### src/rtl/arlmw_pkg.sv
// shared constants, types and functions for the linear mask weight block
package arlmw_pkg;

    localparam int FRAC_BITS = 16;
    localparam int NLANES    = 16;
    localparam int WEIGHT_W  = 24;
    localparam int LOG_W     = FRAC_BITS + 5;
    localparam int BWEIGHT_W = FRAC_BITS + 5;
    localparam int SUM_W     = BWEIGHT_W + 4;
    localparam logic [WEIGHT_W-1:0] WEIGHT_MAX = {WEIGHT_W{1'b1}};
    localparam logic [7:0] XT_POLY = 8'h1b;

    localparam logic [7:0] SBOX [256] = '{
        8'h63,8'h7c,8'h77,8'h7b,8'hf2,8'h6b,8'h6f,8'hc5,8'h30,8'h01,8'h67,8'h2b,8'hfe,8'hd7,8'hab,8'h76,
        8'hca,8'h82,8'hc9,8'h7d,8'hfa,8'h59,8'h47,8'hf0,8'had,8'hd4,8'ha2,8'haf,8'h9c,8'ha4,8'h72,8'hc0,
        8'hb7,8'hfd,8'h93,8'h26,8'h36,8'h3f,8'hf7,8'hcc,8'h34,8'ha5,8'he5,8'hf1,8'h71,8'hd8,8'h31,8'h15,
        8'h04,8'hc7,8'h23,8'hc3,8'h18,8'h96,8'h05,8'h9a,8'h07,8'h12,8'h80,8'he2,8'heb,8'h27,8'hb2,8'h75,
        8'h09,8'h83,8'h2c,8'h1a,8'h1b,8'h6e,8'h5a,8'ha0,8'h52,8'h3b,8'hd6,8'hb3,8'h29,8'he3,8'h2f,8'h84,
        8'h53,8'hd1,8'h00,8'hed,8'h20,8'hfc,8'hb1,8'h5b,8'h6a,8'hcb,8'hbe,8'h39,8'h4a,8'h4c,8'h58,8'hcf,
        8'hd0,8'hef,8'haa,8'hfb,8'h43,8'h4d,8'h33,8'h85,8'h45,8'hf9,8'h02,8'h7f,8'h50,8'h3c,8'h9f,8'ha8,
        8'h51,8'ha3,8'h40,8'h8f,8'h92,8'h9d,8'h38,8'hf5,8'hbc,8'hb6,8'hda,8'h21,8'h10,8'hff,8'hf3,8'hd2,
        8'hcd,8'h0c,8'h13,8'hec,8'h5f,8'h97,8'h44,8'h17,8'hc4,8'ha7,8'h7e,8'h3d,8'h64,8'h5d,8'h19,8'h73,
        8'h60,8'h81,8'h4f,8'hdc,8'h22,8'h2a,8'h90,8'h88,8'h46,8'hee,8'hb8,8'h14,8'hde,8'h5e,8'h0b,8'hdb,
        8'he0,8'h32,8'h3a,8'h0a,8'h49,8'h06,8'h24,8'h5c,8'hc2,8'hd3,8'hac,8'h62,8'h91,8'h95,8'he4,8'h79,
        8'he7,8'hc8,8'h37,8'h6d,8'h8d,8'hd5,8'h4e,8'ha9,8'h6c,8'h56,8'hf4,8'hea,8'h65,8'h7a,8'hae,8'h08,
        8'hba,8'h78,8'h25,8'h2e,8'h1c,8'ha6,8'hb4,8'hc6,8'he8,8'hdd,8'h74,8'h1f,8'h4b,8'hbd,8'h8b,8'h8a,
        8'h70,8'h3e,8'hb5,8'h66,8'h48,8'h03,8'hf6,8'h0e,8'h61,8'h35,8'h57,8'hb9,8'h86,8'hc1,8'h1d,8'h9e,
        8'he1,8'hf8,8'h98,8'h11,8'h69,8'hd9,8'h8e,8'h94,8'h9b,8'h1e,8'h87,8'he9,8'hce,8'h55,8'h28,8'hdf,
        8'h8c,8'ha1,8'h89,8'h0d,8'hbf,8'he6,8'h42,8'h68,8'h41,8'h99,8'h2d,8'h0f,8'hb0,8'h54,8'hbb,8'h16
    };

    localparam logic [3:0] ROW_PERM [16] = '{
        4'd0, 4'd5, 4'd10, 4'd15, 4'd4, 4'd9, 4'd14, 4'd3,
        4'd8, 4'd13, 4'd2, 4'd7, 4'd12, 4'd1, 4'd6, 4'd11
    };
    localparam logic [1:0] MC_BASE [4] = '{2'd2, 2'd3, 2'd1, 2'd1};

    typedef struct packed {
        logic load;
        logic count;
        logic log_start;
        logic log_step;
        logic acc;
        logic done;
    } t_cmd;

    typedef struct packed {
        logic last_x;
        logic log_last;
        logic last_lane;
    } t_status;

    function automatic logic [7:0] gf_mul(input logic [1:0] c, input logic [7:0] v);
        logic [7:0] t;
        t = {v[6:0], 1'b0} ^ (v[7] ? XT_POLY : 8'h00);
        case (c)
            2'd1:    gf_mul = v;
            2'd2:    gf_mul = t;
            default: gf_mul = t ^ v;
        endcase
    endfunction

    function automatic logic [31:0] mix_unit(input logic [4:0] k);
        logic [1:0]  p;
        logic [7:0]  v;
        logic [31:0] r;
        p = k[4:3];
        v = 8'd1 << k[2:0];
        r = '0;
        for (int i = 0; i < 4; i++) begin
            r[8*i +: 8] = gf_mul(MC_BASE[2'(p - 2'(i))], v);
        end
        return r;
    endfunction

    function automatic logic [31:0] back_mix(input logic [31:0] b);
        logic [31:0] r;
        for (int k = 0; k < 32; k++) begin
            r[k] = ^(mix_unit(5'(k)) & b);
        end
        return r;
    endfunction

endpackage

### src/rtl/aes_round_linear_mask_weight_top.sv
// top level of the aes round linear mask weight block
// a transfer loads the masks, counts all 256 x values, then runs the log unit and accumulates for each of the 16 lanes
// a start is taken only in idle, so the shared log unit and the x counter serve one transfer at a time
// busy is high from the accepted start until the result strobe
// the result is shown for one cycle with o_valid; the receiver cannot stall
// synchronous active-low reset returns the controller to idle
module aes_round_linear_mask_weight_top import arlmw_pkg::*; (
    input  logic                i_clk,
    input  logic                i_rst_n,
    input  logic                start,
    output logic                busy,
    input  logic [31:0]         i_in_mask_0,
    input  logic [31:0]         i_in_mask_1,
    input  logic [31:0]         i_in_mask_2,
    input  logic [31:0]         i_in_mask_3,
    input  logic [31:0]         i_out_mask_0,
    input  logic [31:0]         i_out_mask_1,
    input  logic [31:0]         i_out_mask_2,
    input  logic [31:0]         i_out_mask_3,
    output logic                o_valid,
    output logic [WEIGHT_W-1:0] o_weight_sum,
    output logic                o_sign_negative,
    output logic                o_zero_correlation
);
    t_cmd    w_cmd;
    t_status w_status;
    logic    r_valid;

    arlmw_ctrl u_ctrl (
        .i_clk    (i_clk),
        .i_rst_n  (i_rst_n),
        .i_start  (start),
        .i_status (w_status),
        .o_cmd    (w_cmd),
        .o_busy   (busy)
    );

    arlmw_datapath u_dp (
        .i_clk              (i_clk),
        .i_a                ({i_in_mask_3, i_in_mask_2, i_in_mask_1, i_in_mask_0}),
        .i_b                ({i_out_mask_3, i_out_mask_2, i_out_mask_1, i_out_mask_0}),
        .i_cmd              (w_cmd),
        .o_status           (w_status),
        .o_weight_sum       (o_weight_sum),
        .o_sign_negative    (o_sign_negative),
        .o_zero_correlation (o_zero_correlation)
    );

    always_ff @(posedge i_clk) begin
        if (!i_rst_n) begin
            r_valid <= 1'b0;
        end else begin
            r_valid <= w_cmd.done;
        end
    end

    assign o_valid = r_valid;
endmodule

### src/rtl/arlmw_ctrl.sv
// controller state machine for the linear mask weight block
module arlmw_ctrl import arlmw_pkg::*; (
    input  logic    i_clk,
    input  logic    i_rst_n,
    input  logic    i_start,
    input  t_status i_status,
    output t_cmd    o_cmd,
    output logic    o_busy
);
    typedef enum logic [2:0] {S_IDLE, S_COUNT, S_LSTART, S_LSTEP, S_ACC, S_DONE} t_state;
    t_state r_state;
    t_state n_state;

    always_comb begin
        n_state = r_state;
        o_cmd   = '0;
        case (r_state)
            S_IDLE: begin
                if (i_start) begin
                    o_cmd.load = 1'b1;
                    n_state    = S_COUNT;
                end
            end
            S_COUNT: begin
                o_cmd.count = 1'b1;
                if (i_status.last_x) n_state = S_LSTART;
            end
            S_LSTART: begin
                o_cmd.log_start = 1'b1;
                n_state         = S_LSTEP;
            end
            S_LSTEP: begin
                o_cmd.log_step = 1'b1;
                if (i_status.log_last) n_state = S_ACC;
            end
            S_ACC: begin
                o_cmd.acc = 1'b1;
                n_state   = i_status.last_lane ? S_DONE : S_LSTART;
            end
            S_DONE: begin
                o_cmd.done = 1'b1;
                n_state    = S_IDLE;
            end
            default: n_state = S_IDLE;
        endcase
    end

    always_ff @(posedge i_clk) begin
        if (!i_rst_n) begin
            r_state <= S_IDLE;
        end else begin
            r_state <= n_state;
        end
    end

    assign o_busy = (r_state != S_IDLE);
endmodule

### src/rtl/arlmw_datapath.sv
// correlation lanes, log unit and weight accumulator
module arlmw_datapath import arlmw_pkg::*; (
    input  logic                i_clk,
    input  logic [127:0]        i_a,
    input  logic [127:0]        i_b,
    input  t_cmd                i_cmd,
    output t_status             o_status,
    output logic [WEIGHT_W-1:0] o_weight_sum,
    output logic                o_sign_negative,
    output logic                o_zero_correlation
);
    logic [7:0]          r_a [NLANES];
    logic [7:0]          r_b [NLANES];
    logic signed [9:0]   r_cnt [NLANES];
    logic [7:0]          r_x;
    logic [3:0]          r_lane;
    logic [31:0]         r_m;
    logic [LOG_W-1:0]    r_lg;
    logic [4:0]          r_it;
    logic [SUM_W-1:0]    r_sum;
    logic                r_neg;
    logic                r_zero;
    logic [WEIGHT_W-1:0] r_wout;
    logic                r_sout;
    logic                r_zout;

    logic [31:0]       w_d [4];
    logic [7:0]        w_s;
    logic signed [9:0] w_c;
    logic [8:0]        w_n;
    logic [3:0]        w_k;
    logic [63:0]       w_sq;
    logic [63:0]       w_msq;
    logic [BWEIGHT_W-1:0] w_bw;

    always_comb begin
        for (int i = 0; i < 4; i++) w_d[i] = back_mix(i_b[32*i +: 32]);
    end

    assign w_s   = SBOX[r_x];
    assign w_c   = r_cnt[r_lane];
    assign w_n   = w_c[9] ? 9'(-w_c) : w_c[8:0];
    assign w_sq  = r_m * r_m;
    assign w_msq = w_sq >> 31;
    assign w_bw  = BWEIGHT_W'((({{(BWEIGHT_W-4){1'b0}}, 4'd8} << (FRAC_BITS + 1))
                              - BWEIGHT_W'(r_lg) + BWEIGHT_W'(1)) >> 1);

    always_comb begin
        w_k = '0;
        for (int k = 0; k < 9; k++) if (w_n[k]) w_k = 4'(k);
    end

    always_ff @(posedge i_clk) begin
        if (i_cmd.load) begin
            for (int w = 0; w < 4; w++) begin
                for (int j = 0; j < 4; j++) begin
                    r_a[4*w+j]            <= i_a[32*w + 8*j +: 8];
                    r_b[ROW_PERM[4*w+j]]  <= w_d[w][8*j +: 8];
                end
            end
            for (int l = 0; l < NLANES; l++) r_cnt[l] <= '0;
            r_x    <= '0;
            r_lane <= '0;
            r_sum  <= '0;
            r_neg  <= 1'b0;
            r_zero <= 1'b0;
        end
        if (i_cmd.count) begin
            for (int l = 0; l < NLANES; l++) begin
                r_cnt[l] <= (^((r_a[l] & r_x) ^ (r_b[l] & w_s))) ? r_cnt[l] - 10'sd1
                                                                  : r_cnt[l] + 10'sd1;
            end
            r_x <= r_x + 8'd1;
        end
        if (i_cmd.log_start) begin
            r_m  <= 32'(64'(w_n) << (31 - 32'(w_k)));
            r_lg <= LOG_W'(w_k);
            r_it <= '0;
            if (w_c == 10'sd0) r_zero <= 1'b1;
            if (w_c[9]) r_neg <= ~r_neg;
        end
        if (i_cmd.log_step) begin
            r_it <= r_it + 5'd1;
            if (w_msq[32]) begin
                r_m  <= 32'(w_msq >> 1);
                r_lg <= {r_lg[LOG_W-2:0], 1'b1};
            end else begin
                r_m  <= w_msq[31:0];
                r_lg <= {r_lg[LOG_W-2:0], 1'b0};
            end
        end
        if (i_cmd.acc) begin
            r_sum  <= r_sum + SUM_W'(w_bw);
            r_lane <= r_lane + 4'd1;
        end
        if (i_cmd.done) begin
            r_zout <= r_zero;
            r_sout <= r_zero ? 1'b0 : r_neg;
            if (r_zero) r_wout <= '0;
            else if (r_sum > SUM_W'(WEIGHT_MAX)) r_wout <= WEIGHT_MAX;
            else r_wout <= WEIGHT_W'(r_sum);
        end
    end

    assign o_status.last_x    = (r_x == 8'hff);
    assign o_status.log_last  = (r_it == 5'(FRAC_BITS));
    assign o_status.last_lane = (r_lane == 4'(NLANES - 1));
    assign o_weight_sum       = r_wout;
    assign o_sign_negative    = r_sout;
    assign o_zero_correlation = r_zout;
endmodule

### config.mk
export PLATFORM = sky130hd
export DESIGN_NAME = aes_round_linear_mask_weight_top
export DESIGN_NICKNAME = d
export VERILOG_FILES = /design/src/rtl/arlmw_pkg.sv /design/src/rtl/aes_round_linear_mask_weight_top.sv /design/src/rtl/arlmw_ctrl.sv /design/src/rtl/arlmw_datapath.sv
export SDC_FILE = /design/constraint.sdc
export NUM_CORES = 2
export LEC_CHECK = 0
export ABC_AREA = 1
export BUFFER_PORTS_ARGS = -buffer_cell sky130_fd_sc_hd__buf_4
export CORE_MARGIN = 5
export CORE_UTILIZATION = 48
export DETAILED_ROUTE_END_ITERATION = 10
export GPL_TIMING_DRIVEN = 0
export MAX_ROUTING_LAYER = met4
export SKIP_CTS_REPAIR_TIMING = 1
export SLEW_MARGIN = 20
export SYNTH_ARGS = -nofsm -noshare
export SYNTH_HDL_FRONTEND = slang
export SYNTH_SLANG_ARGS = --single-unit
export TNS_END_PERCENT = 30
### constraint.sdc
create_clock -name i_clk -period 25.1 [get_ports i_clk]
set_input_delay 3.765 -clock i_clk [delete_from_list [all_inputs] [get_ports i_clk]]
set_output_delay 3.765 -clock i_clk [all_outputs]
set_load 0.02 [all_outputs]
# Word-level counts from Yosys, hierarchy flattened
# Memory sizes are Yosys's and may differ from the RTL's. A register that Yosys moved wholly into a read port is not among the register bits.
# Cells that the tools add are included.
dict set report op_classes {
  reduce_logical 151
  muxes 81
  n_eq_ne 11
  n_mul 1
  addsub 40
  n_bitwise 66
  n_shift 1
  order_cmp 2
}
# op n
set ops {}
lappend ops {{$reduce_xor 32->1} 128}
lappend ops {{$mux 10} 32}
lappend ops {{$and 8x8->8} 32}
lappend ops {{$add 10x2->10 const B} 16}
lappend ops {{$sub 10x2->10 const B} 16}
lappend ops {{$reduce_xor 8->1} 16}
lappend ops {{$xor 8x8->8} 16}
lappend ops {{$mux 32} 3}
lappend ops {{$mul 32x32->64} 1}
lappend ops {{$mux 25} 2}
lappend ops {{$mux 21} 2}
lappend ops {{$mux 4} 10}
lappend ops {{$mux 8} 4}
lappend ops {{$shl 9x32->32} 1}
lappend ops {{$add 25x20->25} 1}
lappend ops {{$gt 25x24->1 const B} 1}
lappend ops {{$mux 24} 1}
lappend ops {{$add 21x1->21 const B} 1}
lappend ops {{$sub 21x21->21 const A} 1}
lappend ops {{$mux 1} 19}
lappend ops {{$or 1x1->1} 16}
lappend ops {{$pmux 3 s5} 1}
lappend ops {{$mux 3} 4}
lappend ops {{$logic_not 10->1} 1}
lappend ops {{22 further kinds} 28}
dict set report totals {
  n_memories 4
  ramBits 416
  wordCells 370
  output_inout_bits 28
  rom_bits 2048
  reg_bits 127
  inputBits 259
}
# name depth width rd rd_clocked_by_memory_dff write_ports line
set mem_list {}
lappend mem_list {{(name not given)} 256 8 1 0 0 arlmw_datapath.sv:40} ;# assign w_s = SBOX[r_x];
lappend mem_list {u_dp.r_cnt 16 10 17 1 16 arlmw_datapath.sv:14} ;# logic signed [9:0] r_cnt [NLANES];
lappend mem_list {u_dp.r_a 16 8 16 0 16 arlmw_datapath.sv:12} ;# logic [7:0] r_a [NLANES];
lappend mem_list {u_dp.r_b 16 8 16 0 16 arlmw_datapath.sv:13} ;# logic [7:0] r_b [NLANES];

# Depth between registers and ports, before layout
dict set report depth {
  ltp_word 14
  depth_mapped 42
  depth_no_buf 41
}

# By module
# A second synthesis with hierarchy kept.
dict set report hier_totals {
  cells_unflattened 8897
  hier_area_um2 70612.7
}
# module seq_area_each_um2 area_each_um2 cells_per_inst instances
set modules_own_cells {}
lappend modules_own_cells {arlmw_datapath 16245.6 70348.7 8854 1}
lappend modules_own_cells {arlmw_ctrl 60.1 236.5 40 1}
lappend modules_own_cells {aes_round_linear_mask_weight_top 20.0 27.5 3 1}

# Worst setup path before layout
# Ideal clock, no wire load.
dict set report synth_timing {
  path_type {input-to-reg}
  start {in start}
  end {mem u_dp.r_cnt[11][0] (data pin)}
  setup_slack_ns 12.931
  t_arrival_ns 11.907
  required_time_ns 24.838
  n_path_buf 1
  setup_time_ns 0.262
  cell_stages 5
  path_cell_list {inv_1 > nor2_1 > clkbuf_1 > or2_2 > inv_1}
}
# item line
set synth_rtl {}
lappend synth_rtl {{start, declared} aes_round_linear_mask_weight_top.sv:10} ;# input logic start,
lappend synth_rtl {{end, declared} arlmw_datapath.sv:14}

# Worst setup path after layout
dict set report layout_timing {
  start {reg u_dp.r_m[18]}
  end {reg u_dp.r_m[7] (data pin)}
}
dict set report layout_via {
  elab_chain_len 3
}
# item line
set layout_lines {}
lappend layout_lines {{start, declared} arlmw_datapath.sv:17} ;# logic [31:0] r_m;
lappend layout_lines {{start signal, assigned} arlmw_datapath.sv:76} ;# r_m <= 32'(64'(w_n) << (31 - 32'(w_k)));
lappend layout_lines {{start signal, assigned} arlmw_datapath.sv:85} ;# r_m <= 32'(w_msq >> 1);
lappend layout_lines {{start signal, assigned} arlmw_datapath.sv:88} ;# r_m <= w_msq[31:0];
lappend layout_lines {{$mul 32x32->64} arlmw_datapath.sv:43} ;# assign w_sq = r_m * r_m;
lappend layout_lines {{$mux 32} arlmw_datapath.sv:84} ;# if (w_msq[32]) begin
lappend layout_lines {{$mux 32} arlmw_datapath.sv:82} ;# if (i_cmd.log_step) begin
# No other way between the ends.
# A chain may end at the register's enable or synchronous reset.

==> results.sh <==
export IMPL_clk_latency_ns=0.66
export IMPL_synth_area_leaders="fa_1, edfxtp_1, nand2_1"
export IMPL_antenna_found_initial=4
export IMPL_min_period_over_period_pct=43.3
export IMPL_routabilityCongestion=0.999
export IMPL_antenna_left=0
export IMPL_cpMostUsedCell="fa_1"
export IMPL_ios=287
export IMPL_cp_slowest_cell="clkbuf_1"
export IMPL_worstPathRequired_ns=25.49
export IMPL_drv_cap=0
export IMPL_start_util_pct=48.3
export IMPL_syn_inst=8807
export IMPL_clk_pin_slew_worst_paths_ns=0.07
export IMPL_grt_pass1_vias=60800
export IMPL_avgSynthCellArea_um2=7.99
export IMPL_tightest_slew_ns=1.29
export IMPL_io_buffers=276
export IMPL_slew_headroom_pct=13.9
export IMPL_placed_area_um2=75200
export IMPL_ys_warn_count=0
export IMPL_netlist_area_um2=70400
export IMPL_fin_tns_setup_ns=0
export IMPL_dr_pass1_iters=6
export IMPL_worstHoldPathCells=1
export IMPL_clock_sinks=547
export IMPL_skew_ns=0.0202
export IMPL_synthFlopType="edfxtp_1"
export IMPL_status="complete, no violations"
export IMPL_ys_seq_area_share_pct=23.2
export IMPL_clockRootBuffer="clkbuf_16"
export IMPL_dp_hpwl_um=209000
export IMPL_synth_seq_cells=547
export IMPL_nNetsFinal=10700
export IMPL_synth_nets=10300
export IMPL_placedCellCount=11000
export IMPL_drc=0
export IMPL_gr_total_overflow=0
export IMPL_drt_vias_per_instance=5.44
export IMPL_r2r_cells=30
export IMPL_yosysTopAreaCell="fa_1"
export IMPL_drtIter0Drc=5630
export IMPL_synth_top_cell_area_share_pct=23.0
export IMPL_path_max_fanout=11
export IMPL_crit_type="reg -> reg"
export IMPL_cts_buffers=61
export IMPL_cts_tree="yes"
export IMPL_setup_violations=0
export IMPL_clk_path_buf_depth=3
export IMPL_final_cells=11100
export IMPL_start_kind="flop"
export IMPL_area_delta_synth_final_pct=9.80
export IMPL_die_h_um=393
export IMPL_track_usage_pct=33.8
export IMPL_rsz0062_at_grt="false"
export IMPL_async_flop_share_pct=0
export IMPL_grt_max_degree=48
export IMPL_fmax_mhz=92.0
export IMPL_min_period_ns=10.87
export IMPL_die_width_um=393
export IMPL_drive_above_1_share_pct=6.44
export IMPL_row_count=140
export IMPL_grt_pass1_wl_um=379000
export IMPL_coreArea_um2=146000
export IMPL_end_kind="flop"
export IMPL_critPathMaxStageDelay_ns=0.99
export IMPL_maxSlewViolCount=0
export IMPL_vias=60600
export IMPL_finalHoldViolCount=0
export IMPL_htreeDepth=2
export IMPL_synth_cell_type_count=56
export IMPL_synth_edff_count=537
export IMPL_final_area_um2=77300
export IMPL_hp_class="reg -> reg"
export IMPL_cp_arrival_ns=11.26
export IMPL_whs_ns=0.492
export IMPL_fp_dieArea_um2=154000
export IMPL_wirelength_um=253000
export IMPL_post_drt_wl_per_cell_um=22.7
==> cells in the final DEF (no fill, tap or decap), types with 9 or more instances in the layout <==
| master | n |
|---|---|
| ha_1 | 468 |
| a21o_1 | 18 |
| buf_6 | 11 |
| o22ai_1 | 14 |
| buf_4 | 311 |
| nor3_1 | 51 |
| xnor2_1 | 207 |
| bufinv_16 | 9 |
| clkinv_2 | 16 |
| o21a_1 | 11 |
| nand3_1 | 543 |
| o21ai_1 | 34 |
| nand3b_1 | 12 |
| edfxtp_1 | 537 |
| nand2_2 | 14 |
| nand2_1 | 2284 |
| clkinvlp_4 | 10 |
| clkinv_1 | 11 |
| nor2_1 | 484 |
| a31oi_1 | 46 |
| dfxtp_1 | 10 |
| or2_2 | 15 |
| xor2_1 | 346 |
| o21bai_1 | 32 |
| inv_1 | 1767 |
| clkbuf_1 | 141 |
| o211ai_1 | 31 |
| nand4_1 | 130 |
| clkbuf_16 | 61 |
| o21ai_0 | 246 |
| a21oi_1 | 321 |
| inv_2 | 27 |
| fa_1 | 808 |
| buf_1 | 24 |
| buf_2 | 62 |
==> routing by layer <==
metal	track usage (%)	vias to the layer above	part of all wire, %
met1	44.8	29400	42
li1	-	28100	-
met3	5.17	496	8.4
met4	12.8	0	4.7
met2	53.0	2629	45
met5	-	-	0
==> cell usage after synthesis, types with 4 or more instances <==
| library cell | n |
|---|---|
| inv_1 | 1768 |
| a31o_2 | 6 |
| nor2_2 | 5 |
| buf_1 | 24 |
| nand3b_1 | 12 |
| nand2_2 | 14 |
| nand2_1 | 2286 |
| xnor2_1 | 207 |
| o21ba_2 | 4 |
| a221oi_1 | 7 |
| or2_2 | 15 |
| o21a_1 | 11 |
| nand3_1 | 543 |
| nor3_1 | 54 |
| inv_2 | 26 |
| o22ai_1 | 14 |
| buf_6 | 11 |
| a31oi_1 | 46 |
| a21o_1 | 18 |
| buf_2 | 62 |
| o21ai_0 | 247 |
| clkinv_1 | 5 |
| dfxtp_1 | 10 |
| edfxtp_1 | 537 |
| buf_4 | 32 |
| clkbuf_1 | 145 |
| o21bai_1 | 32 |
| ha_1 | 468 |
| o211ai_1 | 31 |
| nand4_1 | 130 |
| a21boi_0 | 8 |
| fa_1 | 808 |
| a21oi_1 | 321 |
| xor2_1 | 346 |
| o21ai_1 | 33 |
| nor2_1 | 484 |
==> through the flow <==
stage	setup slack (ns)	utilization (%)
2_1_floorplan	12.93	-
3_3_place_gp	8.40	51.3
3_5_place_dp	14.48	51.6
4_1_cts	14.46	53.0
5_1_grt	14.07	53.0
6_report	14.23	53.0
==> worst paths after layout <==
check        slack, ns     endpoint          from
min reg2reg       0.49   u_dp.r_neg    u_dp.r_neg
min               0.49   u_dp.r_neg    u_dp.r_neg
max reg2reg      14.23  u_dp.r_m[7]  u_dp.r_m[18]
max              14.23  u_dp.r_m[7]  u_dp.r_m[18]
==> flip-flops by register name (all words and copies together), names as in the netlist, named ones only <==
| register | count |
|---|---|
| u_dp.r_it | 5 |
| u_dp.r_neg | 1 |
| u_dp.r_m | 32 |
| u_dp.o_zero_correlation | 1 |
| u_dp.o_weight_sum | 24 |
| u_dp.r_zero | 1 |
| u_dp.r_b | 128 |
| u_dp.r_lg | 21 |
| u_dp.r_lane | 4 |
| u_ctrl.r_state | 3 |
| u_dp.r_a | 128 |
| o_valid | 1 |
| u_dp.r_x | 8 |
| u_dp.r_cnt | 160 |
| u_dp.r_sum | 25 |
| u_dp.o_sign_negative | 1 |
==> layout make-up <==
| cell class | count | area (µm²) |
|---|---|---|
| fillers | 14000 | 68500 |
| multi-input cells | 6186 | 46000 |
| flip-flops and latches | 547 | 16300 |
| inverters | 1799 | 6750 |
| well taps | 1917 | 2400 |
| repair buffers | 290 | 2350 |
| clock buffers | 65 | 1540 |
| plain buffers | 275 | 1340 |
| clock inverters | 51 | 551 |
| diodes | 5 | 12.5 |
==> critical path, delay by kind of cell (launching register included) <==
family	cells	cell delay (ns)
flip-flops	1	0.79
adder cells (fa/ha/maj)	9	4.33
AND/OR/NAND/NOR	11	1.87
buffers and inverters	7	2.50
AO/OA/AOI/OAI	3	1.04
==> cell families (layout without fill, tap and decap cells) <==
| family | Yosys count | after routing | synth area share (%) |
|---|---|---|---|
| AOI/OAI and AO/OA | 796 | 796 | 6.32 |
| DFF | 547 | 547 | 23.2 |
| buffers and inverters | 2074 | 2480 | 11.5 |
| adders and majority gates | 1276 | 1276 | 31.3 |
| other | 1 | 6 | 0.00533 |
| xor gates and xnor gates | 553 | 553 | 6.88 |
| and+or+nand+nor | 3560 | 3560 | 20.8 |
Power is left out: the tool's default activity adds up to more than one toggle a clock period on the data nets, which glitch-free logic cannot reach.
